`src/rtl/core/srfm_pkg.sv`:
```
// ----------------------------------------------------------------------------
// srfm_pkg
// shared constants and types for the pulse ratio frequency meter
// ----------------------------------------------------------------------------
`default_nettype none

package srfm_pkg;

   localparam int TIME_WIDTH_DEFAULT = 32;

   // width of the reported period and of the divisor path
   localparam int PERIOD_W = 32;
   // width of ticks_per_second * 1000, also the quotient width
   localparam int NUM_W    = 30;
   localparam int FREQ_W   = 30;
   localparam int STRETCH_W = 16;
   localparam int TPS_W    = 20;
   localparam int SCALE_W  = 10;

   localparam logic [STRETCH_W-1:0] STRETCH_RESET = 16'd10;
   localparam logic [TPS_W-1:0]     TPS_RESET     = 20'd1000;
   localparam logic [SCALE_W-1:0]   FREQ_SCALE    = 10'd1000;
   localparam logic [FREQ_W-1:0]    FREQ_MAX      = 30'd1000000000;
   localparam logic [63:0]          PREV_RESET    = 64'd999999;

   // configuration register index, taken from the word address
   localparam logic REG_STRETCH = 1'b0;
   localparam logic REG_TPS     = 1'b1;

   // one-hot phase strobes from the sequencer to the timing unit
   typedef struct packed {
      logic capture;
      logic ratio;
      logic fire;
   } phase_type;

   // marker result from the timing unit
   typedef struct packed {
      logic                fired;
      logic                level;
      logic [PERIOD_W-1:0] period;
      logic                period_big;
   } mark_type;

   // divider launch
   typedef struct packed {
      logic                start;
      logic [NUM_W-1:0]    numerator;
      logic [PERIOD_W-1:0] divisor;
      logic                divisor_big;
   } div_req_type;

endpackage

`default_nettype wire

```
`src/rtl/core/sync_pulse_ratio_frequency_meter.sv`:
```
// ----------------------------------------------------------------------------
// sync_pulse_ratio_frequency_meter
// pulse width ratio marker detector with millihertz frequency readout
// ----------------------------------------------------------------------------
// Each req transaction is one tick carrying the sampled pin level in
// req_tdata[0]; each one yields exactly one rsp transaction. A tick without a
// marker goes from acceptance to the result register through capture, ratio
// test, marker/release, launch and load. A tick that fires a marker also
// runs the bit-serial divider for ticks_per_second*1000 / period between
// launch and load, one quotient bit per cycle.
// One tick is worked on at a time; the next one is accepted as soon as the
// current result sits in the output register, even if rsp is stalled.
// Registers (write at psel & penable & pwrite): byte 0 stretch_ticks
// (16 bit), byte 4 ticks_per_second (20 bit). Write them only while idle.
// ----------------------------------------------------------------------------
`default_nettype none

module sync_pulse_ratio_frequency_meter #(
   parameter int TIME_WIDTH = srfm_pkg::TIME_WIDTH_DEFAULT
) (
   input  wire logic        clock,
   input  wire logic        reset,

   // tick input: [0] signal_level, [7:1] zero
   input  wire logic        req_tvalid,
   output logic             req_tready,
   input  wire logic [7:0]  req_tdata,

   // result: [0] out_level, [32:1] marker_period, [62:33] frequency_mhz,
   // [63] period_zero
   output logic             rsp_tvalid,
   input  wire logic        rsp_tready,
   output logic [63:0]      rsp_tdata,
   // result kind: [0] marker_seen
   output logic             rsp_tuser,

   // configuration
   input  wire logic        csr_psel,
   input  wire logic        csr_penable,
   input  wire logic        csr_pwrite,
   input  wire logic [2:0]  csr_paddr,
   input  wire logic [31:0] csr_pwdata,
   output logic [31:0]      csr_prdata,
   output logic             csr_pready
);
   import srfm_pkg::*;

   typedef enum logic [5:0] {
      ST_IDLE   = 6'b000001,
      ST_RATIO  = 6'b000010,
      ST_FIRE   = 6'b000100,
      ST_LAUNCH = 6'b001000,
      ST_DIV    = 6'b010000,
      ST_EMIT   = 6'b100000
   } state_type;

   state_type state_ff, state_in;

   // configuration registers
   logic [STRETCH_W-1:0] stretch_ff;
   logic [TPS_W-1:0]     tps_ff;
   logic                 csr_write;
   logic                 csr_index;

   // datapath links
   phase_type            phase;
   mark_type             mark;
   div_req_type          div_req;
   logic                 div_busy;
   logic [NUM_W-1:0]     quotient;

   // output register
   logic                 rsp_valid_ff;
   logic [63:0]          rsp_data_ff, rsp_data_in;
   logic                 rsp_user_ff;
   logic                 in_accept;
   logic                 out_load;
   logic [FREQ_W-1:0]    freq_sat;
   logic                 period_zero;

   // ---------------------------------------------------------------------
   // configuration port, word decode on the address bit above the byte lane
   // ---------------------------------------------------------------------
   assign csr_pready = 1'b1;
   assign csr_index  = csr_paddr[2];
   assign csr_write  = csr_psel && csr_penable && csr_pwrite && csr_pready;

   always_ff @(posedge clock) begin
      if (reset) begin
         stretch_ff <= STRETCH_RESET;
         tps_ff     <= TPS_RESET;
      end else if (csr_write) begin
         case (csr_index)
            REG_STRETCH: stretch_ff <= csr_pwdata[STRETCH_W-1:0];
            REG_TPS:     tps_ff     <= csr_pwdata[TPS_W-1:0];
            default:     ;
         endcase
      end
   end

   always_comb begin
      case (csr_index)
         REG_STRETCH: csr_prdata = 32'(stretch_ff);
         REG_TPS:     csr_prdata = 32'(tps_ff);
         default:     csr_prdata = '0;
      endcase
   end

   // ---------------------------------------------------------------------
   // sequencer: one tick walks capture -> ratio -> fire -> launch
   // (-> divide when a marker fired) -> emit into the output register
   // ---------------------------------------------------------------------
   assign req_tready = (state_ff == ST_IDLE);
   assign in_accept  = req_tvalid && req_tready;
   assign out_load   = (state_ff == ST_EMIT) && (!rsp_valid_ff || rsp_tready);

   always_comb begin
      state_in = state_ff;
      case (state_ff)
         ST_IDLE:   if (in_accept) state_in = ST_RATIO;
         ST_RATIO:  state_in = ST_FIRE;
         ST_FIRE:   state_in = ST_LAUNCH;
         ST_LAUNCH: state_in = mark.fired ? ST_DIV : ST_EMIT;
         ST_DIV:    if (!div_busy) state_in = ST_EMIT;
         ST_EMIT:   if (out_load) state_in = ST_IDLE;
         default:   state_in = ST_IDLE;
      endcase
   end

   always_ff @(posedge clock) begin
      if (reset) begin
         state_ff <= ST_IDLE;
      end else begin
         state_ff <= state_in;
      end
   end

   assign phase.capture = in_accept;
   assign phase.ratio   = (state_ff == ST_RATIO);
   assign phase.fire    = (state_ff == ST_FIRE);

   srfm_timing #(
      .TIME_WIDTH (TIME_WIDTH)
   ) u_timing (
      .clock         (clock),
      .reset         (reset),
      .phase         (phase),
      .signal_level  (req_tdata[0]),
      .stretch_ticks (stretch_ff),
      .mark          (mark)
   );

   // numerator ticks_per_second * 1000 fits in 30 bits for any 20-bit rate;
   // a zero divisor gives an all-ones quotient, which saturates below
   assign div_req.start       = (state_ff == ST_LAUNCH) && mark.fired;
   assign div_req.numerator   = NUM_W'(tps_ff) * NUM_W'(FREQ_SCALE);
   assign div_req.divisor     = mark.period;
   assign div_req.divisor_big = mark.period_big;

   srfm_divider u_divider (
      .clock    (clock),
      .reset    (reset),
      .req      (div_req),
      .busy     (div_busy),
      .quotient (quotient)
   );

   // ---------------------------------------------------------------------
   // result formatting and output register
   // ---------------------------------------------------------------------
   assign period_zero = mark.fired && !mark.period_big && (mark.period == '0);
   assign freq_sat    = (FREQ_W'(quotient) > FREQ_MAX) ? FREQ_MAX : FREQ_W'(quotient);

   always_comb begin
      rsp_data_in = '0;
      rsp_data_in[0] = mark.level;
      if (mark.fired) begin
         rsp_data_in[32:1]  = mark.period;
         rsp_data_in[62:33] = freq_sat;
         rsp_data_in[63]    = period_zero;
      end
   end

   always_ff @(posedge clock) begin
      if (reset) begin
         rsp_valid_ff <= 1'b0;
      end else if (out_load) begin
         rsp_valid_ff <= 1'b1;
      end else if (rsp_tready) begin
         rsp_valid_ff <= 1'b0;
      end
   end

   always_ff @(posedge clock) begin
      if (out_load) begin
         rsp_data_ff <= rsp_data_in;
         rsp_user_ff <= mark.fired;
      end
   end

   assign rsp_tvalid = rsp_valid_ff;
   assign rsp_tdata  = rsp_data_ff;
   assign rsp_tuser  = rsp_user_ff;

endmodule

`default_nettype wire

```
`src/rtl/core/srfm_timing.sv`:
```
// ----------------------------------------------------------------------------
// srfm_timing
// tick counter, edge timing, width ratio test and output stretch
// ----------------------------------------------------------------------------
`default_nettype none

module srfm_timing #(
   parameter int TIME_WIDTH = srfm_pkg::TIME_WIDTH_DEFAULT
) (
   input  wire logic                               clock,
   input  wire logic                               reset,
   input  wire srfm_pkg::phase_type                phase,
   input  wire logic                               signal_level,
   input  wire logic [srfm_pkg::STRETCH_W-1:0]     stretch_ticks,
   output srfm_pkg::mark_type                      mark
);
   import srfm_pkg::*;

   logic [TIME_WIDTH-1:0] tick_count_ff, tick_count_in;
   logic                  waiting_ff, waiting_in;
   logic [TIME_WIDTH-1:0] rise_time_ff, rise_time_in;
   logic [TIME_WIDTH-1:0] width_ff, width_in;
   logic [TIME_WIDTH-1:0] prev_ff, prev_in;
   logic                  pending_ff, pending_in;
   logic                  fall_ff, fall_in;
   logic                  active_ff, active_in;
   logic [TIME_WIDTH-1:0] start_ff, start_in;
   logic [TIME_WIDTH-1:0] last_rise_ff, last_rise_in;
   logic [TIME_WIDTH-1:0] period_ff, period_in;
   logic                  fired_ff, fired_in;

   logic                  ratio_hit;
   logic [TIME_WIDTH-1:0] held_ticks;

   // width / prev >= 2 is width >= 2*prev
   assign ratio_hit  = (prev_ff == '0) || ({1'b0, width_ff} >= {prev_ff, 1'b0});
   assign held_ticks = tick_count_ff - start_ff;

   always_comb begin
      tick_count_in = tick_count_ff;
      waiting_in    = waiting_ff;
      rise_time_in  = rise_time_ff;
      width_in      = width_ff;
      prev_in       = prev_ff;
      pending_in    = pending_ff;
      fall_in       = fall_ff;
      active_in     = active_ff;
      start_in      = start_ff;
      last_rise_in  = last_rise_ff;
      period_in     = period_ff;
      fired_in      = fired_ff;

      if (phase.capture) begin
         fall_in = !signal_level && !waiting_ff;
         if (signal_level && waiting_ff) begin
            rise_time_in = tick_count_ff;
            waiting_in   = 1'b0;
         end
         if (!signal_level && !waiting_ff) begin
            width_in   = tick_count_ff - rise_time_ff;
            waiting_in = 1'b1;
         end
      end

      if (phase.ratio && fall_ff) begin
         pending_in = ratio_hit;
         prev_in    = width_ff;
      end

      if (phase.fire) begin
         tick_count_in = tick_count_ff + 1'b1;
         if (pending_ff && !active_ff) begin
            active_in    = 1'b1;
            start_in     = tick_count_ff;
            pending_in   = 1'b0;
            prev_in      = width_ff;
            period_in    = rise_time_ff - last_rise_ff;
            last_rise_in = rise_time_ff;
            fired_in     = 1'b1;
         end else begin
            fired_in = 1'b0;
            if (active_ff && (held_ticks > TIME_WIDTH'(stretch_ticks))) begin
               active_in = 1'b0;
            end
         end
      end
   end

   always_ff @(posedge clock) begin
      if (reset) begin
         tick_count_ff <= '0;
         waiting_ff    <= 1'b1;
         rise_time_ff  <= '0;
         width_ff      <= '0;
         prev_ff       <= TIME_WIDTH'(PREV_RESET);
         pending_ff    <= 1'b0;
         fall_ff       <= 1'b0;
         active_ff     <= 1'b0;
         start_ff      <= '0;
         last_rise_ff  <= '0;
         period_ff     <= '0;
         fired_ff      <= 1'b0;
      end else begin
         tick_count_ff <= tick_count_in;
         waiting_ff    <= waiting_in;
         rise_time_ff  <= rise_time_in;
         width_ff      <= width_in;
         prev_ff       <= prev_in;
         pending_ff    <= pending_in;
         fall_ff       <= fall_in;
         active_ff     <= active_in;
         start_ff      <= start_in;
         last_rise_ff  <= last_rise_in;
         period_ff     <= period_in;
         fired_ff      <= fired_in;
      end
   end

   assign mark.fired = fired_ff;
   assign mark.level = active_ff;

   if (TIME_WIDTH > PERIOD_W) begin : g_wide
      assign mark.period     = period_ff[PERIOD_W-1:0];
      assign mark.period_big = |period_ff[TIME_WIDTH-1:PERIOD_W];
   end else begin : g_narrow
      assign mark.period     = PERIOD_W'(period_ff);
      assign mark.period_big = 1'b0;
   end

endmodule

`default_nettype wire

```
`src/rtl/core/srfm_divider.sv`:
```
// ----------------------------------------------------------------------------
// srfm_divider
// bit-serial restoring divider, one quotient bit per cycle
// ----------------------------------------------------------------------------
`default_nettype none

module srfm_divider (
   input  wire logic                           clock,
   input  wire logic                           reset,
   input  wire srfm_pkg::div_req_type          req,
   output logic                                busy,
   output logic [srfm_pkg::NUM_W-1:0]          quotient
);
   import srfm_pkg::*;

   localparam int CNT_W = $clog2(NUM_W);

   logic                busy_ff, busy_in;
   logic [CNT_W-1:0]    count_ff, count_in;
   logic [NUM_W-1:0]    rem_ff, rem_in;
   logic [NUM_W-1:0]    shift_ff, shift_in;
   logic [PERIOD_W-1:0] divisor_ff, divisor_in;
   logic                big_ff, big_in;

   logic [NUM_W:0]      trial;
   logic [PERIOD_W-1:0] diff;
   logic                take;

   // remainder never exceeds the numerator prefix, so it stays NUM_W wide
   assign trial = {rem_ff, shift_ff[NUM_W-1]};
   assign take  = !big_ff && (PERIOD_W'(trial) >= divisor_ff);
   assign diff  = PERIOD_W'(trial) - divisor_ff;

   always_comb begin
      busy_in    = busy_ff;
      count_in   = count_ff;
      rem_in     = rem_ff;
      shift_in   = shift_ff;
      divisor_in = divisor_ff;
      big_in     = big_ff;
      if (req.start) begin
         busy_in    = 1'b1;
         count_in   = '0;
         rem_in     = '0;
         shift_in   = req.numerator;
         divisor_in = req.divisor;
         big_in     = req.divisor_big;
      end else if (busy_ff) begin
         rem_in   = take ? diff[NUM_W-1:0] : trial[NUM_W-1:0];
         shift_in = {shift_ff[NUM_W-2:0], take};
         count_in = count_ff + 1'b1;
         if (count_ff == CNT_W'(NUM_W - 1)) begin
            busy_in = 1'b0;
         end
      end
   end

   always_ff @(posedge clock) begin
      if (reset) begin
         busy_ff  <= 1'b0;
         count_ff <= '0;
      end else begin
         busy_ff  <= busy_in;
         count_ff <= count_in;
      end
   end

   always_ff @(posedge clock) begin
      rem_ff     <= rem_in;
      shift_ff   <= shift_in;
      divisor_ff <= divisor_in;
      big_ff     <= big_in;
   end

   assign busy     = busy_ff;
   assign quotient = shift_ff;

endmodule

`default_nettype wire

```
`config.mk`:
```
export PLATFORM = sky130hd
export DESIGN_NAME = sync_pulse_ratio_frequency_meter
export DESIGN_NICKNAME = d
export VERILOG_FILES = /design/src/rtl/core/srfm_pkg.sv /design/src/rtl/core/sync_pulse_ratio_frequency_meter.sv /design/src/rtl/core/srfm_timing.sv /design/src/rtl/core/srfm_divider.sv
export SDC_FILE = /design/constraint.sdc
export NUM_CORES = 1
export LEC_CHECK = 0
export ABC_AREA = 1
export BUFFER_PORTS_ARGS = -buffer_cell sky130_fd_sc_hd__buf_2
export CAP_MARGIN = 30
export CORE_MARGIN = 3
export CORE_UTILIZATION = 55
export DETAILED_ROUTE_END_ITERATION = 16
export PLACE_DENSITY = 0.82
export SLEW_MARGIN = 30
export SYNTH_ARGS = -nofsm -noshare
export SYNTH_HDL_FRONTEND = slang
export SYNTH_SLANG_ARGS = --single-unit
export TNS_END_PERCENT = 1
```
`constraint.sdc`:
```
create_clock -name clock -period 4 [get_ports clock]
set_input_delay 0 -clock clock [delete_from_list [all_inputs] [get_ports clock]]
set_output_delay 0 -clock clock [all_outputs]
set_load 0.02 [all_outputs]
```
==> results.json <==
{
  "power_density_nw_per_um2": 403,
  "met3_wirelength_um": 4070,
  "viasPerCell": 5.46,
  "clk_latency_ps": 610,
  "critPathArrivalTime_ps": 4550,
  "synth.top_cell.area_share": 0.215,
  "cts_buffer_depth": 3,
  "antenna_cells": 0,
  "hpwlAfterDp_um": 57600,
  "critical_path.cell_chain": "fa_1, fa_1, inv_1, fa_1, fa_1, inv_2, ha_4, a21oi_4, o21ai_2, a21oi_2, nor2_2, or2_1, nand2_1, nand2_2, a21o_1, nor2_1, o22ai_1",
  "sw_frac_of_total": 0.318,
  "hp-class": "in -> reg",
  "antenna_found_initial": 0,
  "clockPowerShare": 0.361,
  "cp-start-kind": "register",
  "p_int_mw": 9.13,
  "worstPathMaxFanout": 4,
  "tns_ps": -1300,
  "crit_required_ps": 4350,
  "nets": 4466,
  "hold_ws_ps": 47.7,
  "synth_area_leader_cell": "dfxtp_1",
  "power_mw": 13.4,
  "drt_iter0_drc": 2012,
  "drc": 0,
  "grt_pass1_wl_um": 124000,
  "grt-ovfl-total": 0,
  "wl_met2_um": 36800,
  "cts_max_level": 2,
  "ys_top_cells_by_area": "dfxtp_1 22%, edfxtp_1 13%, ha_1 10%",
  "cts_root_buf": "clkbuf_16",
  "setup_viol": 15,
  "worstSetupPathType": "reg -> reg",
  "design_area_um2": 33200,
  "grt_pass1_vias": 24477,
  "fin_util": 0.643,
  "postSynthCellCount": 3895,
  "drv_cap": 0,
  "ios": 150,
  "maxUsedRoutingLayer": "met4",
  "synth_edf_count": 124,
  "finClkSkew_ps": 38.0,
  "place_area_um2": 30900,
  "dp_cells": 4704,
  "cpMaxStageDelayCell": "fa_1",
  "yosysUniqueCellTypes": 61,
  "cts-buffers-inserted": 48,
  "peakVddDrop_v": 0.000335,
  "grt_max_degree": 96,
  "wirelength_met1_um": 34200,
  "postSynthAreaPerCell_um2": 7.42,
  "clkSinkCount": 435,
  "finalWorstSetupSlack_ps": -201,
  "start_util": 0.560,
  "violations": "negative setup slack",
  "status": "complete, but fails checks",
  "wl_per_cell_um": 16.1,
  "cts_tree": "yes",
  "synth_ff_type": "dfxtp_1",
  "combPwrFrac": 0.287,
  "ys_ff_latch": 435,
  "slew_headroom": 0.431,
  "area_delta_synth_final_pct": 14.8,
  "clk_pin_slew_worst_paths_ps": 70,
  "synth-warning-count": 0,
  "num-fill-cells": 4302,
  "crit_path_frequent_cell": "fa_1",
  "antenna_left": 0,
  "finalCritPeriodShare": 1.05,
  "core_area_um2": 51600,
  "p_sw_mw": 4.25,
  "hold_viol": 0,
  "maxSlewViolCount": 0,
  "instances_no_fill": 4824,
  "wl_um": 77500,
  "cp-end-kind": "register",
  "cellLeakagePower_nw": 16.4,
  "place_ws_ps": -268,
  "fmax_ghz": 0.238,
  "synth_most_common_cell": "inv_1",
  "std_cell_rows": 83,
  "ys_seq_area_frac": 0.344,
  "dieArea_um2": 55400,
  "yosys-top-cells-count": "725 x inv_1, 716 x nand2_1, 396 x a21oi_1",
  "syn-cell-area_um2": 28900,
  "grt_usage": 0.269,
  "die_y_um": 235,
  "gp_congestion": 0.973,
  "rsz0062_at_grt": "true",
  "vias": 26353,
  "drive_gt1_frac": 0.103,
  "slowest_delay_ps": 530,
  "worstMarginPinSlew_ps": 854,
  "postSynth.asyncResetShare": 0,
  "fp.dieW_um": 235,
  "dr.pass1.iters": 12,
  "min_period_ps": 4200,
  "port_buffers": 115,
  "p_seq_frac": 0.352
}
-- cell usage in the layout (no fill, tap or decap), types with 18 or more instances in the layout --
cell type	netlist	final
a21o_1	23	23
a21oi_1	396	386
a31oi_1	31	31
buf_2	13	114
buf_4	17	120
clkbuf_16	0	51
dfxtp_1	311	300
dlygate4sd3_1	0	30
edfxtp_1	124	124
fa_1	74	74
ha_1	237	224
inv_1	725	709
nand2_1	716	712
nand3_1	117	115
nand4_1	44	44
nor2_1	317	309
nor3_1	43	41
nor4_1	18	18
o211ai_1	25	25
o21ai_0	349	338
xnor2_1	36	35
xor2_1	68	68
-- repair_timing --
| action | CTS | global route |
|---|---|---|
| endpoints found under the setup margin | 16 | 18 |
| gates cloned | 0 | 0 |
| buffers inserted | 1 | 0 |
| endpoints found under the hold margin | 94 | 0 |
| gates resized for setup | 30 | 15 |
| pin swaps | 12 | 0 |
| hold buffers | 30 | 0 |
-- final cells by class --
class	instances	area [um^2]	share of cell area
Tap cell	680	851	0.0256
Multi-Input combinational cell	2623	16100	0.484
Sequential cell	435	9970	0.300
Inverter	731	2760	0.0832
Timing Repair Buffer	266	1800	0.0543
Clock inverter	24	329	0.00992
Clock buffer	65	1420	0.0428
-- sequential cells by signal, summed over array words and instances, names as in the netlist, 20 cells and up --
signal / flops
rsp_tdata: 64
tps_ff: 20
u_divider.divisor_ff: 32
u_divider.quotient: 30
u_divider.rem_ff: 30
u_timing.last_rise_ff: 32
u_timing.period_ff: 32
u_timing.prev_ff: 32
u_timing.rise_time_ff: 32
u_timing.start_ff: 32
u_timing.tick_count_ff: 32
u_timing.width_ff: 32
-- critical path: cells and delay by family (launching register included) --
| kind | cells | cell delay [ps] |
|---|---|---|
| buffers and inverters | 2 | 110 |
| AOI/OAI and AO/OA | 5 | 700 |
| and+or+nand+nor | 5 | 540 |
| DFF | 1 | 360 |
| adders and majority gates | 5 | 2250 |
-- power by group through the flow --
stage	registers, mW	clock network (mW)	logic [mW]
2_1_floorplan	4.80	0	2.39
3_3_place_gp	4.80	0	3.43
3_5_place_dp	4.80	0	3.48
4_1_cts	4.71	4.87	3.69
5_1_grt	4.72	5.03	4.26
6_report	4.71	4.83	3.84
-- layer usage --
layer	global-route usage	vias up
li1	-	13097
met4	0.0863	0
met1	0.361	12254
met5	0	-
met3	0.0303	159
met2	0.457	843
-- final timing paths --
check	start	end	slack [ps]	depth (start not counted)
worst max-delay path	tps_ff[1]	u_divider.quotient[22]	-200	17
worst min-delay path	csr_psel	tps_ff[3]	50	5
worst max register to register	tps_ff[1]	u_divider.quotient[22]	-200	17
worst min register to register	u_timing.last_rise_ff[13]	u_timing.last_rise_ff[13]	460	2
-- cell families (layout without fill, tap and decap cells) --
group | count (synthesis) | after routing | share of synthesized area
AO/OA/AOI/OAI | 898 | 898 | 0.167
AND/OR/NAND/NOR | 1297 | 1297 | 0.189
other | 2 | 13 | 0.000260
buffers and inverters | 848 | 1086 | 0.114
flip-flops | 435 | 435 | 0.344
adder cells (fa/ha/maj) | 311 | 311 | 0.154
XOR/XNOR | 104 | 104 | 0.0315
(Power assumes the default switching activity.)
